[src/rtl/core/ssq_pkg.sv]
`default_nettype none
package ssq_pkg;

  localparam int CAPACITY = 16;
  localparam int PRIO_BITS = 8;
  localparam int TAG_BITS = 16;
  localparam int COUNT_BITS = $clog2(CAPACITY + 1);

  localparam logic OP_INSERT = 1'b0;
  localparam logic OP_POP = 1'b1;

  localparam logic [1:0] STATUS_OK = 2'd0;
  localparam logic [1:0] STATUS_EMPTY = 2'd1;
  localparam logic [1:0] STATUS_FULL = 2'd2;

  // Commands from the controller to the datapath.
  typedef struct packed {
    logic load;
    logic exec;
  } ssq_cmd_t;

endpackage
`default_nettype wire

[src/rtl/core/ssq_ctrl.sv]
`default_nettype none
module ssq_ctrl
  import ssq_pkg::*;
(
  input  wire logic clk,
  input  wire logic rst,
  input  wire logic start,
  output logic      busy,
  output logic      done,
  output ssq_cmd_t  cmd
);

  typedef enum logic [2:0] {
    S_IDLE = 3'b001,
    S_EXEC = 3'b010,
    S_RESP = 3'b100
  } state_t;

  state_t state;
  state_t state_next;

  always_comb begin
    state_next = state;
    unique case (state)
      S_IDLE: if (start) state_next = S_EXEC;
      S_EXEC: state_next = S_RESP;
      S_RESP: begin
        // A new beat may be taken while the previous result is shown.
        if (start) state_next = S_EXEC;
        else state_next = S_IDLE;
      end
      default: state_next = S_IDLE;
    endcase
  end

  always_ff @(posedge clk) begin
    if (rst) state <= S_IDLE;
    else state <= state_next;
  end

  assign busy = (state == S_EXEC);
  assign done = (state == S_RESP);
  assign cmd.load = start && !busy;
  assign cmd.exec = (state == S_EXEC);

endmodule
`default_nettype wire

[src/rtl/core/ssq_datapath.sv]
`default_nettype none
module ssq_datapath
  import ssq_pkg::*;
(
  input  wire logic                  clk,
  input  wire logic                  rst,
  input  wire ssq_cmd_t              cmd,
  input  wire logic                  opcode,
  input  wire logic [PRIO_BITS-1:0]  entry_priority,
  input  wire logic [TAG_BITS-1:0]   entry_tag,
  output logic [1:0]                 status,
  output logic [PRIO_BITS-1:0]       popped_priority,
  output logic [TAG_BITS-1:0]        popped_tag,
  output logic [PRIO_BITS-1:0]       head_priority,
  output logic [TAG_BITS-1:0]        head_tag,
  output logic [COUNT_BITS-1:0]      occupancy,
  output logic                       is_empty,
  output logic                       is_full
);

  logic                  op_q;
  logic [PRIO_BITS-1:0]  prio_q;
  logic [TAG_BITS-1:0]   tag_q;

  logic [PRIO_BITS-1:0]  slot_pri [CAPACITY];
  logic [TAG_BITS-1:0]   slot_tag [CAPACITY];
  logic [PRIO_BITS-1:0]  slot_pri_next [CAPACITY];
  logic [TAG_BITS-1:0]   slot_tag_next [CAPACITY];
  logic [COUNT_BITS-1:0] count;
  logic [COUNT_BITS-1:0] count_next;
  logic [CAPACITY-1:0]   stays;

  logic [1:0]            status_next;
  logic [PRIO_BITS-1:0]  popped_pri_next;
  logic [TAG_BITS-1:0]   popped_tag_next;
  logic                  cnt_empty;
  logic                  cnt_full;

  assign cnt_empty = (count == '0);
  assign cnt_full = (count == COUNT_BITS'(CAPACITY));

  // An occupied slot whose priority is not above the new one keeps its place,
  // which puts the new entry behind all entries of equal priority.
  always_comb begin
    for (int i = 0; i < CAPACITY; i++) begin
      stays[i] = (count > COUNT_BITS'(i)) && (slot_pri[i] <= prio_q);
    end
  end

  always_comb begin
    status_next = STATUS_OK;
    popped_pri_next = '0;
    popped_tag_next = '0;
    count_next = count;
    for (int i = 0; i < CAPACITY; i++) begin
      slot_pri_next[i] = slot_pri[i];
      slot_tag_next[i] = slot_tag[i];
    end
    if (op_q == OP_INSERT) begin
      if (cnt_full) begin
        status_next = STATUS_FULL;
      end else begin
        count_next = count + COUNT_BITS'(1);
        if (!stays[0]) begin
          slot_pri_next[0] = prio_q;
          slot_tag_next[0] = tag_q;
        end
        for (int i = 1; i < CAPACITY; i++) begin
          if (!stays[i]) begin
            if (stays[i-1]) begin
              slot_pri_next[i] = prio_q;
              slot_tag_next[i] = tag_q;
            end else begin
              slot_pri_next[i] = slot_pri[i-1];
              slot_tag_next[i] = slot_tag[i-1];
            end
          end
        end
      end
    end else begin
      if (cnt_empty) begin
        status_next = STATUS_EMPTY;
      end else begin
        popped_pri_next = slot_pri[0];
        popped_tag_next = slot_tag[0];
        count_next = count - COUNT_BITS'(1);
        for (int i = 0; i < CAPACITY - 1; i++) begin
          slot_pri_next[i] = slot_pri[i+1];
          slot_tag_next[i] = slot_tag[i+1];
        end
      end
    end
  end

  always_ff @(posedge clk) begin
    if (cmd.load) begin
      op_q <= opcode;
      prio_q <= entry_priority;
      tag_q <= entry_tag;
    end
    if (cmd.exec) begin
      status <= status_next;
      popped_priority <= popped_pri_next;
      popped_tag <= popped_tag_next;
      for (int i = 0; i < CAPACITY; i++) begin
        slot_pri[i] <= slot_pri_next[i];
        slot_tag[i] <= slot_tag_next[i];
      end
    end
  end

  always_ff @(posedge clk) begin
    if (rst) count <= '0;
    else if (cmd.exec) count <= count_next;
  end

  assign head_priority = cnt_empty ? '0 : slot_pri[0];
  assign head_tag = cnt_empty ? '0 : slot_tag[0];
  assign occupancy = count;
  assign is_empty = cnt_empty;
  assign is_full = cnt_full;

endmodule
`default_nettype wire

[src/rtl/core/stable_sorted_priority_queue.sv]
// Stable sorted priority queue of up to 16 entries, lower priority value first.
// Command channel: an item (opcode, entry_priority, entry_tag) is taken at a
// rising edge with start high and busy low. Opcode 0 inserts the entry behind
// all stored entries of equal priority; opcode 1 pops the head entry.
// Result channel: done is high for exactly one cycle per item and carries the
// status, the popped entry, the new head entry, occupancy and the empty/full
// flags. The receiver cannot stall; each result is shown for one cycle only.
// Latency: an item taken at edge k shows its result in the cycle after edge
// k+1, and the result beat ends at edge k+2. Busy is high during the one execute
// cycle; a new item may be taken while the previous result is shown, so the
// block sustains one item every 2 cycles, set by the input register followed
// by one cycle of parallel compare and shift across the slot array.
// Reset clears the entry count, so the queue starts empty; the slots themselves
// are not cleared, since only occupied slots are ever read.
`default_nettype none
module stable_sorted_priority_queue
  import ssq_pkg::*;
(
  input  wire logic                  clk,
  input  wire logic                  rst,
  input  wire logic                  start,
  output logic                       busy,
  input  wire logic                  opcode,
  input  wire logic [PRIO_BITS-1:0]  entry_priority,
  input  wire logic [TAG_BITS-1:0]   entry_tag,
  output logic                       done,
  output logic [1:0]                 status,
  output logic [PRIO_BITS-1:0]       popped_priority,
  output logic [TAG_BITS-1:0]        popped_tag,
  output logic [PRIO_BITS-1:0]       head_priority,
  output logic [TAG_BITS-1:0]        head_tag,
  output logic [COUNT_BITS-1:0]      occupancy,
  output logic                       is_empty,
  output logic                       is_full
);

  ssq_cmd_t cmd;

  ssq_ctrl u_ctrl (
    .clk   (clk),
    .rst   (rst),
    .start (start),
    .busy  (busy),
    .done  (done),
    .cmd   (cmd)
  );

  ssq_datapath u_datapath (
    .clk             (clk),
    .rst             (rst),
    .cmd             (cmd),
    .opcode          (opcode),
    .entry_priority  (entry_priority),
    .entry_tag       (entry_tag),
    .status          (status),
    .popped_priority (popped_priority),
    .popped_tag      (popped_tag),
    .head_priority   (head_priority),
    .head_tag        (head_tag),
    .occupancy       (occupancy),
    .is_empty        (is_empty),
    .is_full         (is_full)
  );

  a_done_after_exec: assert property (@(posedge clk) disable iff (rst)
    done |-> $past(busy))
    else $error("result strobe without a preceding execute cycle");

  a_accept_goes_busy: assert property (@(posedge clk) disable iff (rst)
    (start && !busy) |=> busy)
    else $error("accepted beat did not enter execute");

  a_occ_bound: assert property (@(posedge clk) disable iff (rst)
    occupancy <= COUNT_BITS'(CAPACITY))
    else $error("occupancy beyond capacity");

  a_reject_no_pop: assert property (@(posedge clk) disable iff (rst)
    (done && status != STATUS_OK) |-> (popped_priority == '0 && popped_tag == '0))
    else $error("rejected beat reports a popped entry");

endmodule
`default_nettype wire

[config.mk]
export PLATFORM = sky130hd
export DESIGN_NAME = stable_sorted_priority_queue
export DESIGN_NICKNAME = d
export VERILOG_FILES = /design/src/rtl/core/ssq_pkg.sv /design/src/rtl/core/ssq_ctrl.sv /design/src/rtl/core/ssq_datapath.sv /design/src/rtl/core/stable_sorted_priority_queue.sv
export SDC_FILE = /design/constraint.sdc
export NUM_CORES = 1
export LEC_CHECK = 0
export BUFFER_PORTS_ARGS = -buffer_cell sky130_fd_sc_hd__buf_2
export CELL_PAD_IN_SITES_DETAIL_PLACEMENT = 1
export CELL_PAD_IN_SITES_GLOBAL_PLACEMENT = 2
export CORE_MARGIN = 2
export CORE_UTILIZATION = 35
export CTS_CLUSTER_SIZE = 10
export DETAILED_ROUTE_END_ITERATION = 10
export PLACE_DENSITY = 0.71
export SETUP_SLACK_MARGIN = 0.2
export SLEW_MARGIN = 20
export SYNTH_ARGS = -nofsm -noshare
export SYNTH_HDL_FRONTEND = slang
export SYNTH_SLANG_ARGS = --single-unit
[constraint.sdc]
create_clock -name clk -period 9.4 [get_ports clk]
set_clock_uncertainty 0.05 [all_clocks]
set_input_delay 0.94 -clock clk [delete_from_list [all_inputs] [get_ports clk]]
set_output_delay 0.94 -clock clk [all_outputs]
set_load 0.005 [all_outputs]
# Word level (Yosys, flattened, before mapping)
# Memory sizes are Yosys's and may differ from the RTL's.
# Cells that the tools add are included.
[word_totals]
output_inout_bits = 59
ff_bits = 59
ramBits = 384
memories = 2
wordCells = 154
input_bits = 28
[classes]
addsub = 2
mux = 83
n_eq_ne = 7
reduce_logical = 20
n_lt_le_gt_ge = 32
[mem_list]
columns = ["name", "words", "word_bits", "rd", "rd_ports_with_merged_regs", "write_ports", "line_no", "text"]
rows = [
  ["u_datapath.slot_tag", 16, 16, 16, 0, 16, "ssq_datapath.sv:26", "logic [TAG_BITS-1:0] slot_tag [CAPACITY];"],
  ["u_datapath.slot_pri", 16, 8, 16, 0, 16, "ssq_datapath.sv:25", "logic [PRIO_BITS-1:0] slot_pri [CAPACITY];"],
]
[op_table]
columns = ["operator", "count"]
rows = [
  ["2-to-1 mux 16 bit", 33],
  ["2-to-1 mux 240 bit", 2],
  ["2-to-1 mux 8 bit", 33],
  ["2-to-1 mux 256 bit", 1],
  ["2-to-1 mux 120 bit", 2],
  ["<= comparator 8 bit", 16],
  ["2-to-1 mux 128 bit", 1],
  ["> comparator 5 x 4 -> 1 bit, second input constant", 8],
  ["> comparator 5 x 3 -> 1 bit, second input constant", 4],
  ["logical AND 1 bit", 17],
  ["2-to-1 mux 5 bit", 3],
  ["> comparator 5 x 1 -> 1 bit, second input constant", 2],
  ["> comparator 5 x 2 -> 1 bit, second input constant", 2],
  ["case mux 3 bit (3 select lines)", 1],
  ["2-to-1 mux 2 bit", 3],
  ["adder 5 x 1 -> 5 bit, second input constant", 1],
  ["equality test 5 bit, second input constant", 1],
  ["zero test 5 bit", 1],
  ["subtractor 5 x 1 -> 5 bit, second input constant", 1],
  ["inequality test 2 bit, second input constant", 2],
  ["equality test 3 x 1 -> 1 bit, second input constant", 1],
  ["equality test 3 x 2 -> 1 bit, second input constant", 1],
  ["equality test 3 bit, second input constant", 1],
  ["2-to-1 mux 1 bit", 3],
  ["other kinds (4)", 4],
]

# Depth between registers and ports, before layout
# An unclocked memory read counts as a cell.
[depth]
depth_word = 7
mapped_depth = 12
depth_no_buf = 8

# Modules after synthesis
# From an unflattened synthesis, not the netlist that was laid out.
[hier_totals]
hier_cells = 2763
area_unflattened_um2 = 28627.5
[modules_own_cells]
columns = ["mod", "cells_per_inst", "area_per_inst_um2", "n_inst"]
rows = [
  ["ssq_datapath", 2750, 28478.6, 1],
  ["ssq_ctrl", 13, 148.9, 1],
]

# Least setup slack after synthesis
# Ideal clock, no wire load.
[synth_timing]
path_type = "reg-to-reg"
startpoint = "register u_ctrl.state[2]"
endpoint = "memory u_datapath.slot_pri[10][0] (netlist: u_datapath.slot_pri[1][16]), enable pin"
setup_time_ns = 0.412
stages_incl_launch_ff = 5
n_path_buf = 1
setup_slack_ns = 4.497
synth_period_minus_slack_ns = 4.903
arrival_ns = 4.441
required_time_ns = 8.938
path_cell_list = "dfxtp_1 nor3b_1 and2_1 buf_2 a21boi_1"
[synth_lines]
columns = ["element", "line_no", "text"]
rows = [
  ["start, declared", "ssq_ctrl.sv:19", "state_t state;"],
  ["start signal, assigned", "ssq_ctrl.sv:38", "else state <= state_next;"],
  ["end, declared", "ssq_datapath.sv:25", ""],
]

==> results_dict.tcl <==
set metrics [dict create \
    grt_pass1_vias 25553 \
    crit_type "reg -> reg" \
    cap_viol_max_count 0 \
    syn_area_mm2 0.0287 \
    p_int_mw 3.50 \
    clk_latency_ns 0.63 \
    fillCellCount 8937 \
    layout_common_cells "o211ai_1, edfxtp_1, nand3_1" \
    switching_power_mw 1.39 \
    drc 0 \
    ir_worst_vdd_v 0.000159 \
    cts_buffers 55 \
    rows 105 \
    via_count 25932 \
    htreeDepth 2 \
    cp_num_buf_inv 2 \
    antenna_cells 0 \
    period_share_pct 50.9 \
    mostFrequentLayoutCell "o211ai_1" \
    gp_congestion 0.872 \
    power.leakage_nw 9.44 \
    power_frac_comb_pct 13.1 \
    syn2layout_area_growth_pct 8.74 \
    crit_chain "inv_1 -> buf_4 -> ha_1 -> nand4_1 -> a211o_1 -> and2_2 -> a21boi_4" \
    cts-root-buf "clkbuf_16" \
    firstDrtPassIters 7 \
    finalWirelength_mm 120 \
    switching_share_pct 28.5 \
    clock.fmax_mhz 209 \
    avgViaCountPerCell 6.90 \
    cp.arrival_ns 4.97 \
    hpwl_mm 79.3 \
    pwr-share-seq_pct 46.2 \
    port-buffer-count 86 \
    cp_slowest_stage_delay_ns 0.91 \
    ys.flop_type "edfxtp_1" \
    hold_buffers 0 \
    drive_gt1_share_pct 11.0 \
    io-pin-count 87 \
    final_nets 2816 \
    ant_nets 0 \
    setup_viol 0 \
    clk_pin_slew_ns 0.06 \
    syn_avg_cell_area_um2 10.3 \
    start_kind "flip-flop" \
    crit_fanout 25 \
    fin_tns_setup_ns 0 \
    cpLargestDelayFamily "compound AO/OA/AOI/OAI gates" \
    synth_nets 2957 \
    ys_ff_latch 443 \
    worst_ep_required_time_ns 9.59 \
    cts_num_sinks 443 \
    grt_pass1_wl_mm 177 \
    pwr-share-clk_pct 40.6 \
    relSlewSlack_pct 13.6 \
    die_area_mm2 0.0843 \
    antenna_found_initial 0 \
    finish.utilization_pct 38.3 \
    drt_iter0_drc 2667 \
    rsz0062_at_grt "false" \
    ys_seq_area_share_pct 46.1 \
    cts_tree "done" \
    grt_start_max_net_pins 255 \
    wl_per_cell_um 31.8 \
    critPathCaptureType "flip-flop" \
    chipWidth_um 290 \
    cts_setup_buffers 0 \
    grt_usage_pct 27.4 \
    synth_cell_types 66 \
    fp.dieH_um 290 \
    grt_overflow 0 \
    start_util_pct 35.2 \
    final.min_clock_period_ns 4.78 \
    finalHoldViolCount 0 \
    slowest_stage "edfxtp_1" \
    powerDensity_mw_per_mm2 157 \
    hp-class "reg -> reg" \
    synth-edff-count 435 \
    core_area_mm2 0.0816 \
    outcome "completed" \
    finalMaxSlewViolations 0 \
    synthCells 2795 \
    cts-resized-gates 0 \
    async_reset_ff_share_pct 0 \
    clock_path_buffers 3 \
    worst_pin_slew_ns 1.30 \
    yosysWarnings 0 \
]
## cell type report
| cell class | instances | area [um2] | area share [%] |
|---|---|---|---|
| Clock buffer | 74 | 1450 | 4.64 |
| Clock inverter | 19 | 153 | 0.489 |
| Inverter | 30 | 115 | 0.369 |
| Multi-Input combinational cell | 1959 | 13900 | 44.4 |
| Sequential cell | 443 | 13200 | 42.4 |
| Tap cell | 1070 | 1340 | 4.29 |
| Timing Repair Buffer | 165 | 1080 | 3.45 |
## state kept, by name (all words and copies together) (netlist names)
| name | flops |
|---|---|
| u_datapath.slot_tag | 256 |
| u_ctrl.state | 3 |
| u_datapath.occupancy | 5 |
| u_datapath.popped_priority | 8 |
| u_datapath.status | 2 |
| u_datapath.slot_pri | 128 |
| u_datapath.prio_q | 8 |
| u_datapath.op_q | 1 |
| u_datapath.tag_q | 16 |
| u_datapath.popped_tag | 16 |
## synth_stat cells (21+ instances only)
master | count | share of area [%]
o211ai_1 | 537 | 14
edfxtp_1 | 435 | 45
nand3_1 | 229 | 4.0
nand2_1 | 216 | 2.8
a32oi_1 | 192 | 5.9
clkbuf_1 | 184 | 2.4
nand4_1 | 174 | 3.8
a22oi_1 | 144 | 3.8
buf_2 | 136 | 2.4
ha_1 | 134 | 5.8
a21oi_1 | 46 | 0.80
nor2b_1 | 42 | 0.92
nor2_1 | 28 | 0.37
o21ai_0 | 28 | 0.49
inv_1 | 27 | 0.35
and3_1 | 26 | 0.57
buf_1 | 21 | 0.27
## worst reg2reg max path, stage by stage, from the launching register on
cell and delay [ns]:
edfxtp_1 0.91, inv_1 0.44, buf_4 0.31, ha_1 0.32
nand4_1 0.16, a211o_1 0.67, and2_2 0.62, a21boi_4 0.89
## through the flow
step / cell area (um2) / hold WS (ns) / power, mW / instances / setup slack (ns)
floorplan: 28700 / 0.375 / 2.72 / 2795 / 4.50
global placement: 29600 / 0.382 / 2.90 / 3666 / 4.61
detailed placement: 29600 / 0.413 / 2.93 / 3666 / 4.43
CTS: 31200 / 0.408 / 4.90 / 3759 / 4.41
global route: 31200 / 0.421 / 5.03 / 3760 / 4.45
finish: 31200 / 0.416 / 4.89 / 3760 / 4.62
## per-layer routing
layer / global-route usage [%] / vias to the layer above / wire [um] / share of wire, %
met5: 0 / - / 0 / 0
met2: 45.2 / 993 / 57100 / 48
met4: 9.79 / 0 / 4440 / 3.7
met1: 37.1 / 13457 / 52100 / 44
met3: 3.01 / 260 / 6020 / 5.0
li1: - / 11222 / - / -
## power groups by stage
stage	clock, mW	combinational, mW	sequential [mW]
floorplan	0	0.451	2.27
global placement	0	0.599	2.30
detailed placement	0	0.626	2.30
CTS	2.01	0.629	2.26
global route	2.08	0.693	2.26
finish	1.99	0.641	2.26
## worst paths after layout
| check | startpoint | to | slack (ns) | depth (start not counted) |
|---|---|---|---|---|
| worst max-delay path | u_datapath.prio_q[5] | u_datapath.slot_tag[1][90] | 4.62 | 7 |
| worst min-delay path | u_ctrl.state[1] | u_ctrl.state[1] | 0.42 | 1 |
| worst max register to register | u_datapath.prio_q[5] | u_datapath.slot_tag[1][90] | 4.62 | 7 |
| worst min register to register | u_ctrl.state[1] | u_ctrl.state[1] | 0.42 | 1 |
## logic make-up (layout without fill, tap and decap cells)
logic type	after synthesis	in the layout	share of synthesized area, %
buffers and inverters	393	288	6.14
AOI/OAI and AO/OA	1051	1051	27.9
adders and majority gates	134	134	5.84
muxes	3	3	0.109
and+or+nand+nor	766	766	13.9
xor gates and xnor gates	5	5	0.153
DFF	443	443	46.1
(Power assumes the default switching activity.)
